[src/rtl/bootp_reply_checker_parser_top_macros.svh]
// Assertion helpers included by the top-level RTL
`ifndef BOOTP_REPLY_CHECKER_PARSER_TOP_MACROS_SVH
`define BOOTP_REPLY_CHECKER_PARSER_TOP_MACROS_SVH
// property that holds whenever reset is released
`define BRP_ASSERT(label, prop, msg) \
  label: assert property (@(posedge clk) disable iff (!rst_n) (prop)) else $error(msg);
// implication whose consequent is checked in the cycle after the antecedent
`define BRP_ASSERT_NEXT(label, ante, cons, msg) \
  label: assert property (@(posedge clk) disable iff (!rst_n) (ante) |=> (cons)) \
    else $error(msg);
`endif

[src/rtl/brp_pkg.sv]
`timescale 1ns / 1ps
package brp_pkg;
  localparam logic [31:0] ALL_ONES = 32'hFFFF_FFFF;
  localparam logic [15:0] OPT_START = 16'd268;
  localparam int          CFG_AW = 4;

  localparam logic [3:0] REG_XID = 4'd0;
  localparam logic [3:0] REG_NETMASK = 4'd4;
  localparam logic [3:0] REG_GATEWAY = 4'd8;

  localparam logic [2:0] ST_OK = 3'd0;
  localparam logic [2:0] ST_REPLIED = 3'd1;
  localparam logic [2:0] ST_BAD_HDR = 3'd2;
  localparam logic [2:0] ST_FRAG = 3'd3;
  localparam logic [2:0] ST_NOT_OURS = 3'd4;

  typedef enum logic [2:0] {
    PH_IDLE = 3'd0, PH_CODE = 3'd1, PH_LEN = 3'd2, PH_DATA = 3'd3, PH_DONE = 3'd4
  } opt_phase_t;

  typedef struct packed {
    logic [7:0] data_byte;
    logic       last_byte;
    logic       other_host;
  } in_item_t;

  typedef struct packed {
    logic        accepted;
    logic [2:0]  status;
    logic [31:0] assigned_ip;
    logic [31:0] server_addr;
    logic [31:0] netmask;
    logic [31:0] gateway;
  } out_item_t;

  function automatic logic [7:0] cookie_byte(input logic [1:0] idx);
    logic [7:0] r;
    case (idx)
      2'd0: r = 8'd99;
      2'd1: r = 8'd130;
      2'd2: r = 8'd83;
      default: r = 8'd99;
    endcase
    return r;
  endfunction
endpackage

[src/rtl/brp_if.sv]
`timescale 1ns / 1ps
interface brp_in_if;
  import brp_pkg::*;
  logic     valid;
  logic     ready;
  in_item_t data;
  modport source (output valid, output data, input ready);
  modport sink (input valid, input data, output ready);
endinterface

interface brp_out_if;
  import brp_pkg::*;
  logic      valid;
  logic      ready;
  out_item_t data;
  modport source (output valid, output data, input ready);
  modport sink (input valid, input data, output ready);
endinterface

[src/rtl/brp_cfg_regs.sv]
`timescale 1ns / 1ps
module brp_cfg_regs (
  input  logic                       clk,
  input  logic                       rst_n,
  input  logic                       cfg_psel,
  input  logic                       cfg_penable,
  input  logic                       cfg_pwrite,
  input  logic [brp_pkg::CFG_AW-1:0] cfg_paddr,
  input  logic [31:0]                cfg_pwdata,
  output logic [31:0]                cfg_prdata,
  output logic                       cfg_pready,
  output logic [31:0]                xid,
  output logic [31:0]                preset_netmask,
  output logic [31:0]                preset_gateway
);
  import brp_pkg::*;
  logic [31:0] xid_r, mask_r, gw_r;
  logic        wr;

  assign cfg_pready = 1'b1;
  assign wr = cfg_psel && cfg_penable && cfg_pwrite;

  always_ff @(posedge clk) begin
    if (!rst_n) begin
      xid_r <= '0;
      mask_r <= ALL_ONES;
      gw_r <= ALL_ONES;
    end else if (wr) begin
      case (cfg_paddr)
        REG_XID:     xid_r <= cfg_pwdata;
        REG_NETMASK: mask_r <= cfg_pwdata;
        REG_GATEWAY: gw_r <= cfg_pwdata;
        default: ;
      endcase
    end
  end

  always_comb begin
    case (cfg_paddr)
      REG_XID:     cfg_prdata = xid_r;
      REG_NETMASK: cfg_prdata = mask_r;
      REG_GATEWAY: cfg_prdata = gw_r;
      default:     cfg_prdata = '0;
    endcase
  end

  assign xid = xid_r;
  assign preset_netmask = mask_r;
  assign preset_gateway = gw_r;
endmodule

[src/rtl/bootp_reply_checker_parser_top.sv]
`timescale 1ns / 1ps
// The verdict for a packet is registered and offered in the cycle after its last byte is taken.
// Throughput: one byte per cycle unless a verdict is stalled; the per-byte parse is a single registered pass.
// The output register frees itself in the cycle it is taken, so bytes keep flowing.
// Reset (synchronous, rst_n low) clears parse state, reply_received and the output
// valid; registers return to xid 0 and all-ones preset netmask and gateway.
`include "bootp_reply_checker_parser_top_macros.svh"
module bootp_reply_checker_parser_top (
  input  logic                       clk,
  input  logic                       rst_n,
  brp_in_if.sink                     in_ch,
  brp_out_if.source                  out_ch,
  input  logic                       cfg_psel,
  input  logic                       cfg_penable,
  input  logic                       cfg_pwrite,
  input  logic [brp_pkg::CFG_AW-1:0] cfg_paddr,
  input  logic [31:0]                cfg_pwdata,
  output logic [31:0]                cfg_prdata,
  output logic                       cfg_pready
);
  import brp_pkg::*;

  logic [31:0] xid, pmask, pgw;
  brp_cfg_regs u_cfg (
    .clk, .rst_n, .cfg_psel, .cfg_penable, .cfg_pwrite, .cfg_paddr, .cfg_pwdata,
    .cfg_prdata, .cfg_pready, .xid, .preset_netmask(pmask), .preset_gateway(pgw)
  );

  logic        replied_r, replied_nxt;
  logic [15:0] pos_r, pos_nxt;
  logic [16:0] sum_r, sum_nxt;
  logic        hfault_r, hfault_nxt, frag_r, frag_nxt, rfault_r, rfault_nxt;
  logic [15:0] tlen_r, tlen_nxt, ulen_r, ulen_nxt;
  logic [31:0] your_r, your_nxt, srv_r, srv_nxt, relay_r, relay_nxt;
  logic [31:0] mask_r, mask_nxt, gw_r, gw_nxt;
  opt_phase_t  ph_r, ph_nxt;
  logic [7:0]  code_r, code_nxt, rem_r, rem_nxt, held_r;
  logic [1:0]  flags_r, flags_nxt;
  logic [2:0]  taken_r, taken_nxt;
  logic        cookie_bad_r, cookie_bad_nxt;
  logic        ovalid_r;
  out_item_t   out_r, out_nxt;

  logic        take, first;
  logic [7:0]  b;
  logic [15:0] word;
  logic [16:0] s;
  logic [16:0] opt_end;
  logic [16:0] len;
  logic [16:0] ulen_p20;
  logic [2:0]  status;
  logic [4:0]  xid_sh;

  assign in_ch.ready = !ovalid_r || out_ch.ready;
  assign take = in_ch.valid && in_ch.ready;
  assign b = in_ch.data.data_byte;
  assign first = (pos_r == 16'd0);
  assign word = {held_r, b};

  always_comb begin
    // start of packet: clear per-packet state before applying this byte
    sum_nxt = first ? 17'd0 : sum_r;
    hfault_nxt = first ? in_ch.data.other_host : hfault_r;
    frag_nxt = first ? 1'b0 : frag_r;
    rfault_nxt = first ? 1'b0 : rfault_r;
    tlen_nxt = first ? 16'd0 : tlen_r;
    ulen_nxt = first ? 16'd0 : ulen_r;
    your_nxt = first ? 32'd0 : your_r;
    srv_nxt = first ? 32'd0 : srv_r;
    relay_nxt = first ? 32'd0 : relay_r;
    mask_nxt = first ? pmask : mask_r;
    gw_nxt = first ? pgw : gw_r;
    ph_nxt = first ? PH_IDLE : ph_r;
    code_nxt = first ? 8'd0 : code_r;
    rem_nxt = first ? 8'd0 : rem_r;
    flags_nxt = first ? 2'd0 : flags_r;
    taken_nxt = first ? 3'd0 : taken_r;
    cookie_bad_nxt = first ? 1'b0 : cookie_bad_r;
    s = '0;
    opt_end = '0;

    if (pos_r < 16'd20 && pos_r[0]) begin
      s = sum_nxt + {1'b0, word};
      sum_nxt = {1'b0, s[15:0]} + {16'd0, s[16]};
    end
    if (pos_r == 16'd0 && b != 8'h45) hfault_nxt = 1'b1;
    if (pos_r == 16'd2 || pos_r == 16'd3) tlen_nxt = {tlen_nxt[7:0], b};
    if (pos_r == 16'd6 && b[5:0] != 6'd0) frag_nxt = 1'b1;
    if (pos_r == 16'd7 && b != 8'd0) frag_nxt = 1'b1;
    if (pos_r == 16'd9 && b != 8'd17) hfault_nxt = 1'b1;
    if (pos_r == 16'd21 && word != 16'd67) hfault_nxt = 1'b1;
    if (pos_r == 16'd23 && word != 16'd68) hfault_nxt = 1'b1;
    if (pos_r == 16'd24 || pos_r == 16'd25) ulen_nxt = {ulen_nxt[7:0], b};
    if (pos_r == 16'd28 && b != 8'd2) rfault_nxt = 1'b1;
    // xid bytes arrive most significant first at 32..35
    xid_sh = {(2'd3 - pos_r[1:0]), 3'd0};
    if (pos_r >= 16'd32 && pos_r <= 16'd35 && b != 8'(xid >> xid_sh)) rfault_nxt = 1'b1;
    if (pos_r >= 16'd44 && pos_r <= 16'd47) your_nxt = {your_nxt[23:0], b};
    if (pos_r >= 16'd48 && pos_r <= 16'd51) srv_nxt = {srv_nxt[23:0], b};
    if (pos_r >= 16'd52 && pos_r <= 16'd55) relay_nxt = {relay_nxt[23:0], b};
    if (pos_r >= 16'd264 && pos_r <= 16'd267 && b != cookie_byte(pos_r[1:0]))
      cookie_bad_nxt = 1'b1;
    if (pos_r == OPT_START && ph_nxt == PH_IDLE)
      ph_nxt = cookie_bad_nxt ? PH_DONE : PH_CODE;

    if (pos_r >= OPT_START) begin
      case (ph_nxt)
        PH_CODE: begin
          if (pos_r >= tlen_nxt || b == 8'hFF) ph_nxt = PH_DONE;
          else if (b != 8'd0) begin
            code_nxt = b;
            ph_nxt = PH_LEN;
          end
        end
        PH_LEN: begin
          opt_end = {1'b0, pos_r} + 17'd1 + {9'd0, b};
          if (opt_end > {1'b0, tlen_nxt}) ph_nxt = PH_DONE;
          else if (b == 8'd0) ph_nxt = PH_CODE;
          else begin
            rem_nxt = b;
            taken_nxt = 3'd0;
            flags_nxt[0] = b >= 8'd4 && code_nxt == 8'd1 && mask_nxt == ALL_ONES;
            flags_nxt[1] = b >= 8'd4 && code_nxt == 8'd3 && gw_nxt == ALL_ONES;
            ph_nxt = PH_DATA;
          end
        end
        PH_DATA: begin
          if (taken_nxt < 3'd4) begin
            if (flags_nxt[0]) mask_nxt = {mask_nxt[23:0], b};
            if (flags_nxt[1]) gw_nxt = {gw_nxt[23:0], b};
            taken_nxt = taken_nxt + 3'd1;
          end
          rem_nxt = rem_nxt - 8'd1;
          if (rem_nxt == 8'd0) begin
            flags_nxt = 2'd0;
            ph_nxt = PH_CODE;
          end
        end
        default: ;
      endcase
    end

    // verdict
    len = {1'b0, pos_r} + 17'd1;
    ulen_p20 = {1'b0, ulen_nxt} + 17'd20;
    if (replied_r) status = ST_REPLIED;
    else if (hfault_nxt || len < 17'd28 || sum_nxt != 17'h0FFFF ||
             len < {1'b0, tlen_nxt} || {1'b0, tlen_nxt} < ulen_p20)
      status = ST_BAD_HDR;
    else if (frag_nxt) status = ST_FRAG;
    else if (ulen_nxt < 16'd308 || rfault_nxt) status = ST_NOT_OURS;
    else status = ST_OK;

    out_nxt = '0;
    out_nxt.status = status;
    replied_nxt = replied_r;
    if (in_ch.data.last_byte && status == ST_OK) begin
      if (gw_nxt == ALL_ONES && relay_nxt != 32'd0) gw_nxt = relay_nxt;
      replied_nxt = 1'b1;
      out_nxt.accepted = 1'b1;
      out_nxt.assigned_ip = your_nxt;
      out_nxt.server_addr = srv_nxt;
      out_nxt.netmask = mask_nxt;
      out_nxt.gateway = gw_nxt;
    end

    if (in_ch.data.last_byte) pos_nxt = 16'd0;
    else if (pos_r != 16'hFFFF) pos_nxt = pos_r + 16'd1;
    else pos_nxt = pos_r;
  end

  always_ff @(posedge clk) begin
    if (!rst_n) begin
      replied_r <= 1'b0;
      pos_r <= '0;
      ph_r <= PH_IDLE;
      ovalid_r <= 1'b0;
      held_r <= '0;
    end else begin
      if (take) begin
        replied_r <= replied_nxt;
        pos_r <= pos_nxt;
        ph_r <= ph_nxt;
        held_r <= b;
      end
      if (take && in_ch.data.last_byte) ovalid_r <= 1'b1;
      else if (out_ch.ready) ovalid_r <= 1'b0;
    end
  end

  always_ff @(posedge clk) begin
    if (take) begin
      sum_r <= sum_nxt; hfault_r <= hfault_nxt; frag_r <= frag_nxt;
      rfault_r <= rfault_nxt; tlen_r <= tlen_nxt; ulen_r <= ulen_nxt;
      your_r <= your_nxt; srv_r <= srv_nxt; relay_r <= relay_nxt;
      mask_r <= mask_nxt; gw_r <= gw_nxt; code_r <= code_nxt;
      rem_r <= rem_nxt; flags_r <= flags_nxt; taken_r <= taken_nxt;
      cookie_bad_r <= cookie_bad_nxt;
      if (in_ch.data.last_byte) out_r <= out_nxt;
    end
  end

  assign out_ch.valid = ovalid_r;
  assign out_ch.data = out_r;

  `BRP_ASSERT_NEXT(a_verdict_follows_last, take && in_ch.data.last_byte,
                   ovalid_r && pos_r == 16'd0, "verdict not raised after last byte")
  `BRP_ASSERT_NEXT(a_stall_holds, ovalid_r && !out_ch.ready,
                   ovalid_r && $stable(out_r), "stalled verdict changed")
  `BRP_ASSERT(a_accept_iff_ok, !ovalid_r || (out_r.accepted == (out_r.status == ST_OK)),
              "accepted disagrees with status")
  `BRP_ASSERT_NEXT(a_replied_sticks, replied_r, replied_r, "reply flag cleared")
endmodule
[src/flat_wrapper.sv]
// flat-port wrapper written by rule: the top's interface ports become plain ports
module bootp_reply_checker_parser_top_flat import brp_pkg::*;
  (clk, rst_n, cfg_psel, cfg_penable, cfg_pwrite, cfg_paddr, cfg_pwdata, cfg_prdata, cfg_pready, in_ch_valid, in_ch_data, in_ch_ready, out_ch_valid, out_ch_data, out_ch_ready);
  brp_in_if in_ch_i ();
  brp_out_if out_ch_i ();
  input  logic clk;
  input  logic rst_n;
  input  logic cfg_psel;
  input  logic cfg_penable;
  input  logic cfg_pwrite;
  input  logic [brp_pkg::CFG_AW-1:0] cfg_paddr;
  input  logic [31:0] cfg_pwdata;
  output logic [31:0] cfg_prdata;
  output logic cfg_pready;
  input wire logic [$bits(in_ch_i.valid)-1:0] in_ch_valid;
  input wire logic [$bits(in_ch_i.data)-1:0] in_ch_data;
  output wire logic [$bits(in_ch_i.ready)-1:0] in_ch_ready;
  output wire logic [$bits(out_ch_i.valid)-1:0] out_ch_valid;
  output wire logic [$bits(out_ch_i.data)-1:0] out_ch_data;
  input wire logic [$bits(out_ch_i.ready)-1:0] out_ch_ready;
  assign in_ch_i.valid = in_ch_valid;
  assign in_ch_i.data = in_ch_data;
  assign in_ch_ready = in_ch_i.ready;
  assign out_ch_valid = out_ch_i.valid;
  assign out_ch_data = out_ch_i.data;
  assign out_ch_i.ready = out_ch_ready;
  bootp_reply_checker_parser_top u_core (.clk(clk), .rst_n(rst_n), .in_ch(in_ch_i), .out_ch(out_ch_i), .cfg_psel(cfg_psel), .cfg_penable(cfg_penable), .cfg_pwrite(cfg_pwrite), .cfg_paddr(cfg_paddr), .cfg_pwdata(cfg_pwdata), .cfg_prdata(cfg_prdata), .cfg_pready(cfg_pready));
endmodule
[config.mk]
export PLATFORM = sky130hd
export DESIGN_NAME = bootp_reply_checker_parser_top_flat
export DESIGN_NICKNAME = d
export VERILOG_FILES = /design/src/rtl/brp_pkg.sv /design/src/rtl/brp_if.sv /design/src/rtl/brp_cfg_regs.sv /design/src/rtl/bootp_reply_checker_parser_top.sv /design/src/flat_wrapper.sv
export VERILOG_INCLUDE_DIRS = /design/src /design/src/rtl
export SDC_FILE = /design/constraint.sdc
export NUM_CORES = 1
export LEC_CHECK = 0
export BUFFER_PORTS_ARGS = -buffer_cell sky130_fd_sc_hd__buf_2
export CAP_MARGIN = 20
export CORE_AREA = 3 3 241 243
export CTS_BUF_LIST = sky130_fd_sc_hd__clkbuf_8 sky130_fd_sc_hd__clkbuf_16
export DETAILED_ROUTE_END_ITERATION = 8
export DIE_AREA = 0 0 244 246
export GPL_ROUTABILITY_DRIVEN = 1
export GPL_TIMING_DRIVEN = 0
export HOLD_SLACK_MARGIN = 0.15
export PLACE_DENSITY = 0.69
export SLEW_MARGIN = 10
export SYNTH_ARGS = -nofsm -noshare
export SYNTH_HDL_FRONTEND = slang
export SYNTH_SLANG_ARGS = --single-unit
[constraint.sdc]
create_clock -name clk -period 25.2 [get_ports clk]
set_input_delay 3.78 -clock clk [delete_from_list [all_inputs] [get_ports clk]]
set_output_delay 3.78 -clock clk [all_outputs]
set_load 0.02 [all_outputs]
# [Yosys cells after proc, flatten, opt, wreduce, memory -nomap -nowiden]
# Index checks and enable logic that the tools add are counted.
[word_totals] regBits=491 out_inout_bits=167
[classes] addsub=9 magnitude_cmp=20 n_eq_ne=33 shift=1 mux=80 n_reduce_logical=53
[ops] operator="$mux 32" count=18
[ops] operator="$eq 32x32->1 const B" count=3
[ops] operator="$mux 16" count=6
[ops] operator="$pmux 32 s3" count=1
[ops] operator="$eq 16x5->1 const B" count=5
[ops] operator="$mux 8" count=9
[ops] operator="$ge 16x6->1 const B" count=4
[ops] operator="$le 16x6->1 const B" count=4
[ops] operator="$mux 3" count=17
[ops] operator="$mux 17" count=2
[ops] operator="$eq 16x2->1 const B" count=2
[ops] operator="$eq 16x3->1 const B" count=2
[ops] operator="$ge 16x9->1 const B" count=2
[ops] operator="$ne 16x7->1 const B" count=2
[ops] operator="$pmux 8 s2" count=2
[ops] operator="$reduce_bool 32->1" count=1
[ops] operator="$shr 32x5->8" count=1
[ops] operator="$logic_and 1x1->1" count=26
[ops] operator="$add 16x1->17" count=1
[ops] operator="$add 16x1->17 const B" count=1
[ops] operator="$add 16x5->17 const B" count=1
[ops] operator="$add 17x16->17" count=1
[ops] operator="$add 17x8->17" count=1
[ops] operator="$gt 17x16->1" count=1
[ops] operator="other kinds (45)" count=83

# [Depth between registers and ports, before layout]
[depth] word_depth=15 depth_mapped=45

# [Cells and area by module]
# Synthesis repeated with hierarchy kept, for this count alone.
[unflattened] hier_cells=2802 hier_area_um2=28115.7
[by_module_without_submodules] mod="bootp_reply_checker_parser_top" n_inst=1 cells_each=2341 area_per_inst_um2=23638.9
[by_module_without_submodules] mod="brp_cfg_regs" n_inst=1 cells_each=461 area_per_inst_um2=4476.8

# [Worst setup path after synthesis]
# OpenSTA, ideal clock, no wires.
[synth_path] kind="input to register" startpoint="input port out_ch_ready" endpoint="register u_core.ph_r[0]" setup_time_ns=0.093 t_arrival_ns=11.724 required_time_ns=25.107 setup_slack_ns=13.383 cell_stages=6 path_buffers=1 cell_sequence="nand2b_1 > nand2_1 > inv_1 > buf_1 > o21ai_0 > a21oi_1"
[synth_via] elab_chain_cells=2
[synth_lines] element="from (decl)" line="flat_wrapper.sv:20" text="input wire logic [$bits(out_ch_i.ready)-1:0] out_ch_ready;"
[synth_lines] element="$logic_or 1x1->1" line="bootp_reply_checker_parser_top.sv:54" text="assign in_ch.ready = !ovalid_r || out_ch.ready;"
[synth_lines] element="$logic_and 1x1->1" line="bootp_reply_checker_parser_top.sv:55" text="assign take = in_ch.valid && in_ch.ready;"
[synth_lines] element="via u_core.take" line="bootp_reply_checker_parser_top.sv:44" text="logic take, first;"
[synth_lines] element="to (signal assigned)" line="bootp_reply_checker_parser_top.sv:183" text="ph_r <= ph_nxt;"
[synth_lines] element="to (decl)" line="bootp_reply_checker_parser_top.sv:36" text="opt_phase_t ph_r, ph_nxt;"
# The timed path passes the listed nets, and every way through them passes these cells.
# A chain may end at the register's enable or synchronous reset.

# [Worst setup path after layout]
[layout_path] startpoint="register u_core.pos_r[0]" endpoint="register u_core.gw_r[21] (data pin)"
[layout_via] elab_chain_cells=15 elab_cells_between_ends=102 classes_between="add/sub (5); order compare (13); eq/ne (18); shift (1); mux (38); reduce/logical (27)"
[layout_lines] element="from (decl)" line="bootp_reply_checker_parser_top.sv:30" text="logic [15:0] pos_r, pos_nxt;"
[layout_lines] element="from (signal assigned)" line="bootp_reply_checker_parser_top.sv:182" text="pos_r <= pos_nxt;"
[layout_lines] element="parallel branches: the longest is 14 deep, another holds $add 17x16->17"
[layout_lines] element="$mux 32 *" line="bootp_reply_checker_parser_top.sv:157" text="if (in_ch.data.last_byte && status == ST_OK) begin"
[layout_lines] element="via u_core.gw_nxt[21]" line="bootp_reply_checker_parser_top.sv:35" text="logic [31:0] mask_r, mask_nxt, gw_r, gw_nxt;"
[layout_lines] element="to (signal assigned)" line="bootp_reply_checker_parser_top.sv:196" text="mask_r <= mask_nxt; gw_r <= gw_nxt; code_r <= code_nxt;"
[layout_lines] element="to (decl)" line="bootp_reply_checker_parser_top.sv:35"
# Mark *: on every way through the listed nets, which the timed path passes.

==> results.sh <==
export IMPL_status="finished clean"
export IMPL_wirelength_um=97670
export IMPL_p_comb_frac=0.142
export IMPL_p_sw_uw=554.2
export IMPL_clock_root_buffer="clkbuf_16"
export IMPL_relSlewSlack=0.1508
export IMPL_skew_ns=0.02351
export IMPL_hp_class="reg -> reg"
export IMPL_worstHoldStart="u_core.u_cfg.xid[5]$_SDFFE_PN0P_"
export IMPL_yosysSeqAreaShare=0.4748
export IMPL_io_buffers=217
export IMPL_syn_avg_cell_area_um2=9.718
export IMPL_synth_largest_area_cell="edfxtp_1"
export IMPL_synth_compound_area_frac=0.1316
export IMPL_grt_max_degree=86
export IMPL_cts_buffers=51
export IMPL_cts_repair_resized=0
export IMPL_pwr_share_clk=0.382
export IMPL_track_usage=0.3185
export IMPL_drive_gt1_frac=0.1413
export IMPL_crit_fanout=10
export IMPL_cts_tree="yes"
export IMPL_rows=87
export IMPL_synth_cells=2924
export IMPL_async_flop_share=0
export IMPL_post_place_ws_ns=9.545
export IMPL_synthFlopType="edfxtp_1"
export IMPL_cap_violations=0
export IMPL_synth_simple_gate_area_frac=0.2221
export IMPL_timing_final_crit_share=0.6367
export IMPL_die_w_um=244
export IMPL_clk_latency_ns=0.61
export IMPL_layout_common_cells="533 x nand2_1, 366 x edfxtp_1, 239 x buf_2"
export IMPL_area_growth_pct=13.93
export IMPL_p_leak_uw=0.01166
export IMPL_dieHeight_um=246
export IMPL_setup_ws_ns=9.154
export IMPL_synthXorXnorAreaFrac=0.02312
export IMPL_synth_edf_count=366
export IMPL_antenna_found_initial=0
export IMPL_synth_fa_ha_area_frac=0.04368
export IMPL_synthMuxAreaShare=0.06059
export IMPL_slowest_stage="nor3_1"
export IMPL_timing_hold_ws_ns=0.4949
export IMPL_syn_nets=3075
export IMPL_htreeDepth=2
export IMPL_gp_congestion=1.025
export IMPL_critical_path_most_common_cell="clkbuf_1"
export IMPL_syn_area_um2=28420
export IMPL_dp_cells=3912
export IMPL_synthTopCellsByArea="edfxtp_1 39%, dfxtp_1 8.8%, nand2_1 7.0%"
export IMPL_fin_cells=4011
export IMPL_p_seq_frac=0.476
export IMPL_wl_per_cell_um=24.35
export IMPL_synth_warnings=0
export IMPL_worstSetupEndpointType="register"
export IMPL_grt_pass1_wl_um=147300
export IMPL_drc=0
export IMPL_worstPathRequired_ns=25.51
export IMPL_via_per_inst=6.224
export IMPL_die_area_um2=60020
export IMPL_cts_sinks=491
export IMPL_arrival_ns=16.35
export IMPL_setup_viol=0
export IMPL_synth_top_cell_area_share=0.3868
export IMPL_power_internal_uw=1401
export IMPL_startpoint="u_core.pos_r[0]$_SDFFE_PN0P_"
export IMPL_swShare=0.2834
export IMPL_drtIter0Drc=2824
export IMPL_final_common_cell="nand2_1"
export IMPL_drv_slew=0
export IMPL_coreArea_um2=56170
export IMPL_vdd_drop_max_mv=0.05528
export IMPL_ant_nets=0
export IMPL_diodes=0
export IMPL_post_cts_setup_buffers=0
export IMPL_crit_reg2reg_launch="u_core.pos_r[0]$_SDFFE_PN0P_"
export IMPL_timing_final_crit_period_ns=16.05
export IMPL_dpl_hpwl_um=74640
export IMPL_hold_viol_final=0
export IMPL_critical_path_class="reg -> reg"
export IMPL_ys_seq_elements=491
export IMPL_synth_top_family_by_area="simple AND/OR/NAND/NOR gates"
export IMPL_clk_pin_slew_ns=0.07
export IMPL_first_pass_iters=6
export IMPL_rsz0062_at_grt="no"
export IMPL_tightest_slew_ns=1.274
export IMPL_grt_overflow_total=0
export IMPL_grt_pass1_vias=24080
export IMPL_pin_count=220
export IMPL_setup_tns_ns=0
export IMPL_synth_distinct_cells=86
export IMPL_slowest_delay_ns=0.95
export IMPL_startpoint_type="register"
export IMPL_finalNetCount=3363
export IMPL_powerDensity_nw_per_um2=60.40
export IMPL_max_freq_ghz=0.06232
export IMPL_cts_hold_buf=0
export IMPL_vias=24970
export IMPL_start_util=0.5059
export IMPL_cts_max_path_buffers=3
cells in the mapped netlist (17+ instances only):
library cell and count:
a2111oi_2 18, a21boi_0 47, a21o_1 23, a21oi_1 88, a22oi_1 51, a31oi_1 46
and2_1 28, buf_1 20, buf_2 20, clkbuf_1 167, dfxtp_1 125, edfxtp_1 366
ha_1 96, inv_1 95, mux2i_1 145, nand2_1 533, nand3_1 122, nand4_1 62
nor2_1 160, nor2b_1 23, nor3_1 69, nor3b_1 60, nor4_1 32, nor4_2 51
o21a_1 17, o21ai_0 150, xnor2_1 45, xor2_1 30
power groups by stage:
stage                     registers, µW  clock network (µW)  logic, µW
final                               931                 747        277
after global routing                934                 788        297
after CTS                           930                 755        271
after detailed placement            947                   0        269
after global placement              957                   0        259
after floorplan                     958                   0        160
final timing paths:
kind	to	slack, ns	cells past startpoint
worst max-delay path	u_core.gw_r[21]$_DFFE_PP_	9.15	44
worst min-delay path	u_core.u_cfg.xid[5]$_SDFFE_PN0P_	0.49	2
worst max register to register	u_core.gw_r[21]$_DFFE_PP_	9.15	44
worst min register to register	u_core.u_cfg.xid[5]$_SDFFE_PN0P_	0.49	2
kinds of logic (layout without fill, tap and decap cells):
logic type | Yosys count | in the layout
AO/OA/AOI/OAI | 546 | 546
XOR/XNOR | 75 | 75
adder cells (fa/ha/maj) | 98 | 98
buffers and inverters | 311 | 642
flip-flops | 491 | 491
multiplexers | 161 | 161
other | 1 | 1
AND/OR/NAND/NOR | 1241 | 1241
state kept, by name, summed over array words and instances (netlist names), 2 cells and up:
name,cells
u_core.srv_r,32
u_core.sum_r,17
u_core.ulen_r,16
u_core.u_cfg.xid,32
u_core.taken_r,3
u_core.tlen_r,16
u_core.your_r,32
u_core.rem_r,8
u_core.out_ch.data,132
u_core.mask_r,32
u_core.relay_r,32
u_core.gw_r,32
u_core.flags_r,2
u_core.ph_r,3
u_core.code_r,8
u_core.held_r,8
u_core.u_cfg.preset_netmask,32
u_core.pos_r,16
u_core.u_cfg.preset_gateway,32
final cells by class:
class,count,area [µm²]
Clock inverter,42,330.3
Clock buffer,54,1318
Buffer,216,894.6
Multi-Input combinational cell,2122,13680
Sequential cell,491,13490
Inverter,95,361.6
Tap cell,756,945.9
Timing Repair Buffer,235,1351
Fill cell,4990,23800
worst max-delay path: cells and delay by family (launching register included):
kind / cells / cell delay [ns]
adder cells (fa/ha/maj): 5 / 1.40
AO/OA/AOI/OAI: 11 / 2.94
AND/OR/NAND/NOR: 10 / 3.33
XOR/XNOR: 4 / 0.81
flip-flops: 1 / 0.67
buffers and inverters: 14 / 6.54
per-stage QoR:
stage	power [µW]	instance area (µm²)	util
3_3_place_gp	1217	30450	0.5421
5_1_grt	2018	32370	0.5764
3_5_place_dp	1216	30700	0.5466
2_1_floorplan	1118	28420	-
6_report	1955	32370	0.5764
4_1_cts	1956	32350	0.5760
per-layer routing:
layer  GRT usage  share of wire  vias up
met3     0.04930          0.086      225
met5           0              0        -
met1      0.4394           0.42    12110
met2      0.5049           0.45     1336
met4      0.1279          0.042        0
li1            -              -    11290
No activity file was read; power rests on OpenSTA's default activity.
